===== src/rtl/core/round_robin_slice_scheduler_core_assert.svh =====
// assertion macros for the scheduler core
`ifndef ROUND_ROBIN_SLICE_SCHEDULER_CORE_ASSERT_SVH
`define ROUND_ROBIN_SLICE_SCHEDULER_CORE_ASSERT_SVH
`ifndef SYNTHESIS
`define RRSS_ASSERT(lbl, clk, rst_n, prop) \
    lbl: assert property (@(posedge clk) disable iff (!rst_n) prop) \
        else $error("rrss assertion failed");
`define RRSS_ASSERT_ALWAYS(lbl, clk, prop) \
    lbl: assert property (@(posedge clk) prop) \
        else $error("rrss assertion failed");
`else
`define RRSS_ASSERT(lbl, clk, rst_n, prop)
`define RRSS_ASSERT_ALWAYS(lbl, clk, prop)
`endif
`endif


===== src/rtl/core/rrss_pkg.sv =====
// package for the round-robin slice scheduler: widths, codes and types
`timescale 1ns / 1ps
`default_nettype none
package rrss_pkg;

    localparam int MAX_JOBS_DEF = 16;
    localparam int CMD_W        = 2;
    localparam int ID_W         = 8;
    localparam int UNITS_W      = 16;
    localparam int ELAPSED_W    = 32;
    localparam int STATUS_W     = 3;
    localparam int WORD_W       = ID_W + UNITS_W;

    localparam logic [UNITS_W-1:0] QUANTUM_RESET = UNITS_W'(3);

    typedef enum logic [CMD_W-1:0] {
        CMD_LOAD  = 2'd0,
        CMD_SLICE = 2'd1,
        CMD_CLEAR = 2'd2
    } t_cmd;

    typedef enum logic [STATUS_W-1:0] {
        ST_LOADED   = 3'd0,
        ST_FULL     = 3'd1,
        ST_ISSUED   = 3'd2,
        ST_ALL_DONE = 3'd3,
        ST_CLEARED  = 3'd4
    } t_status;

    typedef enum logic [1:0] {
        S_IDLE,
        S_SCAN,
        S_CALC,
        S_DONE
    } t_state;

    typedef struct packed {
        logic [UNITS_W-1:0]   units;
        logic                 fin;
        logic [UNITS_W-1:0]   rem_next;
        logic [ELAPSED_W-1:0] elapsed;
    } t_slice_res;

endpackage
`default_nettype wire


===== src/rtl/core/rrss_ram.sv =====
// generic single-write, single-read ram with registered read data
`timescale 1ns / 1ps
`default_nettype none
module rrss_ram #(
    parameter int WIDTH = 8,
    parameter int DEPTH = 16,
    parameter int AW    = (DEPTH > 1) ? $clog2(DEPTH) : 1
) (
    input  wire logic             i_clk,
    input  wire logic             i_we,
    input  wire logic [AW-1:0]    i_waddr,
    input  wire logic [WIDTH-1:0] i_wdata,
    input  wire logic [AW-1:0]    i_raddr,
    output logic      [WIDTH-1:0] o_rdata
);

    logic [WIDTH-1:0] r_mem [DEPTH];
    logic [WIDTH-1:0] r_rdata;

    always_ff @(posedge i_clk) begin
        if (i_we) begin
            r_mem[i_waddr] <= i_wdata;
        end
        r_rdata <= r_mem[i_raddr];
    end

    assign o_rdata = r_rdata;

endmodule
`default_nettype wire


===== src/rtl/core/rrss_slice_calc.sv =====
// slice arithmetic: units run, completion, new remainder, saturating elapsed time
`timescale 1ns / 1ps
`default_nettype none
module rrss_slice_calc (
    input  wire logic [rrss_pkg::UNITS_W-1:0]   i_rem,
    input  wire logic [rrss_pkg::UNITS_W-1:0]   i_quantum,
    input  wire logic [rrss_pkg::ELAPSED_W-1:0] i_elapsed,
    output rrss_pkg::t_slice_res                o_res
);
    import rrss_pkg::*;

    logic                 fin;
    logic [UNITS_W-1:0]   units;
    logic [ELAPSED_W:0]   sum;

    always_comb begin
        fin   = (i_rem <= i_quantum);
        units = fin ? i_rem : i_quantum;
        sum   = {1'b0, i_elapsed} + (ELAPSED_W + 1)'(units);
        o_res.units    = units;
        o_res.fin      = fin;
        o_res.rem_next = fin ? '0 : (i_rem - i_quantum);
        o_res.elapsed  = sum[ELAPSED_W] ? '1 : sum[ELAPSED_W-1:0];
    end

endmodule
`default_nettype wire


===== src/rtl/core/round_robin_slice_scheduler_core.sv =====
// round-robin time-slice scheduler core: job table, slot scan and slice issue
// channels: command items on i_in_valid/o_in_ready (command, job id, burst),
//   results on o_out_valid/i_out_ready (status, job id, units, finished,
//   elapsed), quantum register on i_cfg_valid/o_cfg_ready/i_cfg_data
// every command except the unused code gives one result; the unused code is
//   taken and dropped
// one item at a time: load and clear go through the done state to the output
//   register; a slice scans the finished flags one slot per cycle from the
//   round-robin pointer, at most the job count and so MAX_JOBS slots; if it
//   finds an unfinished job, the calc state uses the registered read of the
//   job ram and the result goes through done, else done gives all-done
// the job ram holds id and remaining burst; finished flags are flip-flops
// a new item is taken while the previous result waits in the output register;
//   if the receiver stalls, the block holds its next result and waits
// reset (synchronous, active low) empties the table, zeroes elapsed time and
//   sets the quantum to 3; ram contents are left as they are
`timescale 1ns / 1ps
`default_nettype none
`include "round_robin_slice_scheduler_core_assert.svh"
module round_robin_slice_scheduler_core #(
    parameter int MAX_JOBS = rrss_pkg::MAX_JOBS_DEF
) (
    input  wire logic                             i_clk,
    input  wire logic                             i_rst_n,
    input  wire logic                             i_in_valid,
    output logic                                  o_in_ready,
    input  wire logic [rrss_pkg::CMD_W-1:0]       i_command,
    input  wire logic [rrss_pkg::ID_W-1:0]        i_job_id,
    input  wire logic [rrss_pkg::UNITS_W-1:0]     i_burst_time,
    output logic                                  o_out_valid,
    input  wire logic                             i_out_ready,
    output logic      [rrss_pkg::STATUS_W-1:0]    o_status,
    output logic      [rrss_pkg::ID_W-1:0]        o_slice_job_id,
    output logic      [rrss_pkg::UNITS_W-1:0]     o_slice_units,
    output logic                                  o_job_finished,
    output logic      [rrss_pkg::ELAPSED_W-1:0]   o_elapsed_time,
    input  wire logic                             i_cfg_valid,
    output logic                                  o_cfg_ready,
    input  wire logic [rrss_pkg::UNITS_W-1:0]     i_cfg_data
);
    import rrss_pkg::*;

    localparam int IDX_W = (MAX_JOBS > 1) ? $clog2(MAX_JOBS) : 1;
    localparam int CNT_W = $clog2(MAX_JOBS + 1);

    t_state               r_state, n_state;
    logic [UNITS_W-1:0]   r_quantum, n_quantum;
    logic [MAX_JOBS-1:0]  r_fin, n_fin;
    logic [CNT_W-1:0]     r_count, n_count;
    logic [IDX_W-1:0]     r_ptr, n_ptr;
    logic [ELAPSED_W-1:0] r_elapsed, n_elapsed;
    logic [IDX_W-1:0]     r_slot, n_slot;
    logic [CNT_W-1:0]     r_k, n_k;
    logic                 r_out_valid, n_out_valid;

    t_status              r_res_status, n_res_status;
    logic [ID_W-1:0]      r_res_id, n_res_id;
    logic [UNITS_W-1:0]   r_res_units, n_res_units;
    logic                 r_res_fin, n_res_fin;
    t_status              r_out_status, n_out_status;
    logic [ID_W-1:0]      r_out_id, n_out_id;
    logic [UNITS_W-1:0]   r_out_units, n_out_units;
    logic                 r_out_fin, n_out_fin;
    logic [ELAPSED_W-1:0] r_out_elapsed, n_out_elapsed;

    logic                 ram_we;
    logic [IDX_W-1:0]     ram_waddr;
    logic [WORD_W-1:0]    ram_wdata;
    logic [WORD_W-1:0]    ram_rdata;
    logic [IDX_W-1:0]     slot_next;
    logic                 in_acc;
    t_slice_res           calc;

    rrss_ram #(
        .WIDTH (WORD_W),
        .DEPTH (MAX_JOBS),
        .AW    (IDX_W)
    ) u_job_ram (
        .i_clk   (i_clk),
        .i_we    (ram_we),
        .i_waddr (ram_waddr),
        .i_wdata (ram_wdata),
        .i_raddr (r_slot),
        .o_rdata (ram_rdata)
    );

    rrss_slice_calc u_calc (
        .i_rem     (ram_rdata[UNITS_W-1:0]),
        .i_quantum (r_quantum),
        .i_elapsed (r_elapsed),
        .o_res     (calc)
    );

    assign o_in_ready  = (r_state == S_IDLE);
    assign o_cfg_ready = 1'b1;
    assign in_acc      = i_in_valid && o_in_ready;
    assign slot_next   = ((CNT_W'(r_slot) + CNT_W'(1)) >= r_count) ? '0
                                                                 : (r_slot + IDX_W'(1));

    always_comb begin
        n_state       = r_state;
        n_quantum     = (i_cfg_valid) ? i_cfg_data : r_quantum;
        n_fin         = r_fin;
        n_count       = r_count;
        n_ptr         = r_ptr;
        n_elapsed     = r_elapsed;
        n_slot        = r_slot;
        n_k           = r_k;
        n_out_valid   = r_out_valid;
        n_res_status  = r_res_status;
        n_res_id      = r_res_id;
        n_res_units   = r_res_units;
        n_res_fin     = r_res_fin;
        n_out_status  = r_out_status;
        n_out_id      = r_out_id;
        n_out_units   = r_out_units;
        n_out_fin     = r_out_fin;
        n_out_elapsed = r_out_elapsed;
        ram_we        = 1'b0;
        ram_waddr     = r_count[IDX_W-1:0];
        ram_wdata     = {i_job_id, i_burst_time};

        if (r_out_valid && i_out_ready) begin
            n_out_valid = 1'b0;
        end

        unique case (r_state)
            S_IDLE: begin
                if (in_acc) begin
                    n_res_id    = '0;
                    n_res_units = '0;
                    n_res_fin   = 1'b0;
                    case (i_command)
                        CMD_LOAD: begin
                            if (r_count >= CNT_W'(MAX_JOBS)) begin
                                n_res_status = ST_FULL;
                            end else begin
                                ram_we                      = 1'b1;
                                n_fin[r_count[IDX_W-1:0]]   = 1'b0;
                                n_count                     = r_count + CNT_W'(1);
                                n_res_status                = ST_LOADED;
                            end
                            n_state = S_DONE;
                        end
                        CMD_SLICE: begin
                            n_slot  = (CNT_W'(r_ptr) >= r_count) ? '0 : r_ptr;
                            n_k     = '0;
                            n_state = S_SCAN;
                        end
                        CMD_CLEAR: begin
                            n_fin        = '0;
                            n_count      = '0;
                            n_ptr        = '0;
                            n_elapsed    = '0;
                            n_res_status = ST_CLEARED;
                            n_state      = S_DONE;
                        end
                        default: begin
                            n_state = S_IDLE;
                        end
                    endcase
                end
            end
            S_SCAN: begin
                priority if (r_k == r_count) begin
                    n_res_status = ST_ALL_DONE;
                    n_state      = S_DONE;
                end else if (!r_fin[r_slot]) begin
                    n_state = S_CALC;
                end else begin
                    n_slot = slot_next;
                    n_k    = r_k + CNT_W'(1);
                end
            end
            S_CALC: begin
                ram_we          = 1'b1;
                ram_waddr       = r_slot;
                ram_wdata       = {ram_rdata[WORD_W-1:UNITS_W], calc.rem_next};
                n_fin[r_slot]   = calc.fin;
                n_elapsed       = calc.elapsed;
                n_ptr           = slot_next;
                n_res_status    = ST_ISSUED;
                n_res_id        = ram_rdata[WORD_W-1:UNITS_W];
                n_res_units     = calc.units;
                n_res_fin       = calc.fin;
                n_state         = S_DONE;
            end
            S_DONE: begin
                if (!r_out_valid || i_out_ready) begin
                    n_out_valid   = 1'b1;
                    n_out_status  = r_res_status;
                    n_out_id      = r_res_id;
                    n_out_units   = r_res_units;
                    n_out_fin     = r_res_fin;
                    n_out_elapsed = r_elapsed;
                    n_state       = S_IDLE;
                end
            end
        endcase
    end

    always_ff @(posedge i_clk) begin
        if (!i_rst_n) begin
            r_state     <= S_IDLE;
            r_quantum   <= QUANTUM_RESET;
            r_fin       <= '0;
            r_count     <= '0;
            r_ptr       <= '0;
            r_elapsed   <= '0;
            r_out_valid <= 1'b0;
        end else begin
            r_state     <= n_state;
            r_quantum   <= n_quantum;
            r_fin       <= n_fin;
            r_count     <= n_count;
            r_ptr       <= n_ptr;
            r_elapsed   <= n_elapsed;
            r_out_valid <= n_out_valid;
        end
    end

    always_ff @(posedge i_clk) begin
        r_slot        <= n_slot;
        r_k           <= n_k;
        r_res_status  <= n_res_status;
        r_res_id      <= n_res_id;
        r_res_units   <= n_res_units;
        r_res_fin     <= n_res_fin;
        r_out_status  <= n_out_status;
        r_out_id      <= n_out_id;
        r_out_units   <= n_out_units;
        r_out_fin     <= n_out_fin;
        r_out_elapsed <= n_out_elapsed;
    end

    assign o_out_valid    = r_out_valid;
    assign o_status       = r_out_status;
    assign o_slice_job_id = r_out_id;
    assign o_slice_units  = r_out_units;
    assign o_job_finished = r_out_fin;
    assign o_elapsed_time = r_out_elapsed;

    // table never grows past its depth
    `RRSS_ASSERT(a_count_bound, i_clk, i_rst_n, r_count <= CNT_W'(MAX_JOBS))
    // a slot is only served while it is unfinished
    `RRSS_ASSERT(a_calc_unfinished, i_clk, i_rst_n, (r_state == S_CALC) |-> !r_fin[r_slot])
    // scan visits at most job_count slots
    `RRSS_ASSERT(a_scan_bound, i_clk, i_rst_n, (r_state == S_SCAN) |-> (r_k <= r_count))
    // an issued slice never runs longer than the quantum
    `RRSS_ASSERT(a_units_le_quantum, i_clk, i_rst_n,
        (r_state == S_CALC) |=> (r_res_units <= r_quantum))
    // leaving reset puts the block in idle with no result pending
    `RRSS_ASSERT_ALWAYS(a_reset_idle, i_clk,
        !i_rst_n |=> (r_state == S_IDLE) && !r_out_valid)

endmodule
`default_nettype wire

===== config.mk =====
export PLATFORM = sky130hd
export DESIGN_NAME = round_robin_slice_scheduler_core
export DESIGN_NICKNAME = d
export VERILOG_FILES = /design/src/rtl/core/rrss_pkg.sv /design/src/rtl/core/rrss_ram.sv /design/src/rtl/core/rrss_slice_calc.sv /design/src/rtl/core/round_robin_slice_scheduler_core.sv
export VERILOG_INCLUDE_DIRS = /design/src /design/src/rtl/core
export SDC_FILE = /design/constraint.sdc
export NUM_CORES = 1
export LEC_CHECK = 0
export BUFFER_PORTS_ARGS = -buffer_cell sky130_fd_sc_hd__buf_2
export CELL_PAD_IN_SITES_DETAIL_PLACEMENT = 0
export CELL_PAD_IN_SITES_GLOBAL_PLACEMENT = 1
export CORE_UTILIZATION = 40
export DETAILED_ROUTE_END_ITERATION = 8
export PLACE_DENSITY_LB_ADDON = 0.1
export SYNTH_ARGS = -nofsm -noshare
export SYNTH_HDL_FRONTEND = slang
export SYNTH_SLANG_ARGS = --single-unit

===== constraint.sdc =====
create_clock -name i_clk -period 7.5 [get_ports i_clk]
set_input_delay 1.5 -clock i_clk [delete_from_list [all_inputs] [get_ports i_clk]]
set_output_delay 1.5 -clock i_clk [all_outputs]
set_load 0.05 [all_outputs]

==> impl_metrics.py <==
metrics = {
    "status": {
        "status": "complete, no violations",
    },
    "logic_synthesis": {
        "synth-edff-count": 481,
        "syn-num-nets": 1615,
        "synthArstFlopShare_pct": 0,
        "yosys.cell_types.count": 70,
        "synth_top_flop_cell": "edfxtp_1",
        "netlist_instances": 1512,
        "yosysWarnings": 0,
        "netlist_area_sq_um": 24420,
        "synth_area_per_cell_sq_um": 16.15,
        "yosysSeqAreaShare_pct": 67.34,
        "ys_seq_elements": 581,
    },
    "layout": {
        "fin_nets": 1748,
        "syn_to_final_growth_pct": 14.85,
        "fillers": 5241,
        "fin_util_pct": 46.47,
        "regArea_sq_um": 16450,
        "multi_input_area_sq_um": 7535,
        "drive_gt1_share_pct": 24.34,
        "antenna_cells": 0,
    },
    "sta": {
        "hold_viol_final": 0,
        "maxSlewViolCount": 0,
        "fin_crit_sh_pct": 65.83,
        "setup_violations": 0,
        "skew_ps": 27.33,
        "tightest_slew_ps": 1347,
        "rsz0062_at_grt": "false",
        "tns_ps": 0,
        "relSlewSlack_pct": 10.18,
        "max_freq_mhz": 202.6,
        "final.min_clock_period_ps": 4937,
    },
    "clocking": {
        "cts_resized": 0,
        "ctsHtreeMaxLevel": 3,
        "cts-root-buf": "clkbuf_16",
        "clock_latency_ps": 610,
        "cts_hold_buf": 0,
        "clkTransAtPathRegs_ps": 60,
        "cts_made_buffers": 66,
        "cts_tree": "yes",
        "cts.sinks": 581,
        "clk_path_buf_depth": 3,
        "post-cts-setup-buffer-count": 0,
    },
    "setup_path": {
        "cp-startpoint": "r_quantum[0]$_SDFFE_PN1P_",
        "worstReg2RegEnd": "r_elapsed[17]$_SDFFE_PN0P_",
        "critPathCapture": "r_elapsed[17]$_SDFFE_PN0P_",
        "path_class": "register to register",
        "required_ps": 8030,
        "crit_path_cell_trace": "ha_1, inv_1, fa_1, a211oi_1, o21ai_0, o2111ai_1, o21ai_4, mux2_2, ha_1, inv_1, fa_1, nor2b_1, o211ai_1, a21oi_1, a31o_2, or3b_2, nand3_1",
        "critPathCaptureType": "register",
        "path_buf_inv": 2,
        "cp_max_fo": 24,
        "cp.depth": 17,
        "rr_startpoint": "r_quantum[0]$_SDFFE_PN1P_",
        "path_delay_family": "compound AO/OA/AOI/OAI gates",
        "slowest_stage": "a31o_2",
        "max_stage_delay_ps": 570,
        "r2r_slack_ps": 2560,
        "ff2ff_path_depth": 17,
        "arrival_ps": 5470,
        "cp-start-kind": "register",
    },
    "floorplan": {
        "core_sq_um": 60360,
        "initial_core_util_pct": 40.46,
        "die_height_um": 249.1,
        "fp-row-count": 90,
        "fp.dieW_um": 249.1,
        "dieArea_sq_um": 62050,
        "ioPinCount": 110,
    },
    "global_route": {
        "met3_usage_pct": 2.675,
        "overflow": 0,
        "use_met1_pct": 27.18,
        "track_usage_pct": 19.78,
        "grt_pass1_wl_um": 91290,
        "busiest_layer": "met2",
        "grt_start_max_net_pins": 106,
        "antenna_found_initial": 2,
        "use_met2_pct": 33.01,
        "grt_pass1_vias": 14100,
    },
    "drt": {
        "via_per_inst": 5.624,
        "drt_iter0_markers": 885,
        "wl_per_cell_um": 24.51,
        "drt-pass1-iter-count": 5,
        "vias": 13940,
        "postRouteAntennaNets": 0,
        "drt_wl_total_um": 60760,
        "drc": 0,
    },
    "hold_path": {
        "hold_class": "register to register",
        "hold_path_startpoint": "r_res_id[7]$_SDFFCE_PN0P_",
    },
    "place": {
        "place.port_buffers": 108,
        "dpl.hpwl_um": 35420,
        "place.gp.congestion": 0.8093,
    },
    "job": {
        "cap_violations": 0,
    },
    "pwr": {
        "p_per_area_nw_per_um2": 398.1,
        "vdd_drop_max_v": 0.0003224,
        "total_leakage_power_nw": 9.689,
    },
}
[cells by family after synthesis]
| logic type | Yosys count | share of synthesized area (%) |
|---|---|---|
| flip-flops | 581 | 67.34 |
| AO/OA/AOI/OAI | 288 | 7.854 |
| AND/OR/NAND/NOR | 272 | 5.738 |
| multiplexers | 162 | 13.07 |
| buffers and inverters | 124 | 2.044 |
| adder cells (fa/ha/maj) | 56 | 2.930 |
| XOR/XNOR | 28 | 1.004 |
| other | 1 | 0.01535 |
[worst min-delay path by stage]
| stage | to | slack (ps) | depth (start not counted) |
|---|---|---|---|
| 4_1_cts | o_status[1]$_DFFE_PP_ | 420 | 0 |
| 5_1_grt | o_slice_units[2]$_DFFE_PP_ | 420 | 0 |
| 3_3_place_gp | o_slice_units[12]$_DFFE_PP_ | 400 | 0 |
| 6_report | o_slice_job_id[7]$_DFFE_PP_ | 410 | 0 |
| 3_5_place_dp | o_slice_units[5]$_DFFE_PP_ | 400 | 0 |
| 2_1_floorplan | o_job_finished$_DFFE_PP_ | 400 | 0 |
[stage by stage]
step / setup slack, ps / hold WS, ps / std cells / power [W] / area (sq um)
after floorplan: 2774 / 400.3 / 1512 / 0.007029 / 24420
after global placement: 2627 / 403.0 / 2359 / 0.008143 / 25940
after detailed placement: 2608 / 404.5 / 2359 / 0.008134 / 25940
after CTS: 2551 / 416.9 / 2479 / 0.01131 / 28050
after global routing: 2232 / 423.6 / 2479 / 0.01173 / 28050
final: 2563 / 413.9 / 2479 / 0.01117 / 28050
[per-layer routing]
layer / part of all wire, % / wire length [um] / vias up
li1: - / - / 6282
met1: 45 / 27110 / 7242
met5: 0 / 0 / -
met3: 4.2 / 2529 / 75
met4: 1.7 / 1055 / 0
met2: 49 / 30060 / 343
[report_power, final]
| group | switching (W) | total, W | internal [W] |
|---|---|---|---|
| clock network | 0.00129 | 0.00314 | 0.00185 |
| logic | 0.00227 | 0.00368 | 0.00141 |
| registers | 0.000132 | 0.00434 | 0.00421 |
| total | 0.00370 | 0.0112 | 0.00747 |
[registers in the layout, summed over array words and instances (netlist names)]
| name | count |
|---|---|
| r_quantum | 16 |
| r_k | 5 |
| r_slot | 4 |
| r_res_id | 8 |
| o_slice_units | 16 |
| r_res_units | 16 |
| r_res_status | 3 |
| r_ptr | 4 |
| o_job_finished | 1 |
| r_count | 5 |
| r_elapsed | 32 |
| u_job_ram.r_mem | 384 |
| u_job_ram.o_rdata | 24 |
| r_fin | 16 |
| r_state | 2 |
| o_out_valid | 1 |
| o_elapsed_time | 32 |
| o_slice_job_id | 8 |
| r_res_fin | 1 |
| o_status | 3 |
[cells in the mapped netlist, drive strengths merged, types with 7 or more instances]
library cell / number / area (sq um)
inv: 45 / 168.9
and3: 14 / 87.58
or2: 7 / 43.79
o21ai: 45 / 229.0
mux4: 124 / 2793
a311oi: 11 / 96.34
edfxtp: 481 / 14440
nor3: 13 / 65.06
xor2: 18 / 157.7
a21o: 26 / 195.2
a21oi: 82 / 410.4
and2: 34 / 212.7
o21a: 9 / 67.56
nor2b: 12 / 75.07
nand3: 20 / 100.1
clkbuf: 52 / 195.2
dfxtp: 100 / 2002
o31ai: 16 / 120.1
mux2: 16 / 180.2
or3: 9 / 56.30
nand2: 55 / 206.5
a31oi: 21 / 131.4
nor2: 68 / 255.2
nand2b: 9 / 56.30
mux2i: 22 / 220.2
xnor2: 10 / 87.58
a41oi: 7 / 61.31
or4: 14 / 105.1
ha: 54 / 675.7
buf: 25 / 127.6
a32o: 8 / 80.08
a211oi: 15 / 112.6
[final cells by class]
cell class | count | share of cell area, %
Timing Repair Buffer | 142 | 2.882
Inverter | 47 | 0.6290
Multi-Input combinational cell | 807 | 26.86
Clock inverter | 33 | 1.191
Clock buffer | 87 | 6.312
Sequential cell | 581 | 58.63
Tap cell | 782 | 3.488
[cell usage in the layout (no fill, tap or decap), types with 11 or more instances in the layout]
cell,instances
mux2_2,16
nor2_1,52
nand3_1,20
nor2b_1,11
a21o_1,26
or4_1,14
o31ai_1,16
clkbuf_1,17
a211oi_1,15
buf_2,108
nor3_1,13
dfxtp_1,100
o21ai_0,43
and2_1,34
nor2_2,16
buf_4,33
clkbuf_16,66
mux4_2,124
inv_1,45
clkinv_2,16
and3_1,14
nand2_1,55
a31oi_1,21
a311oi_1,11
a21oi_1,82
ha_1,53
edfxtp_1,481
mux2i_1,22
xor2_1,18
No activity file was read; power rests on OpenSTA's default activity.
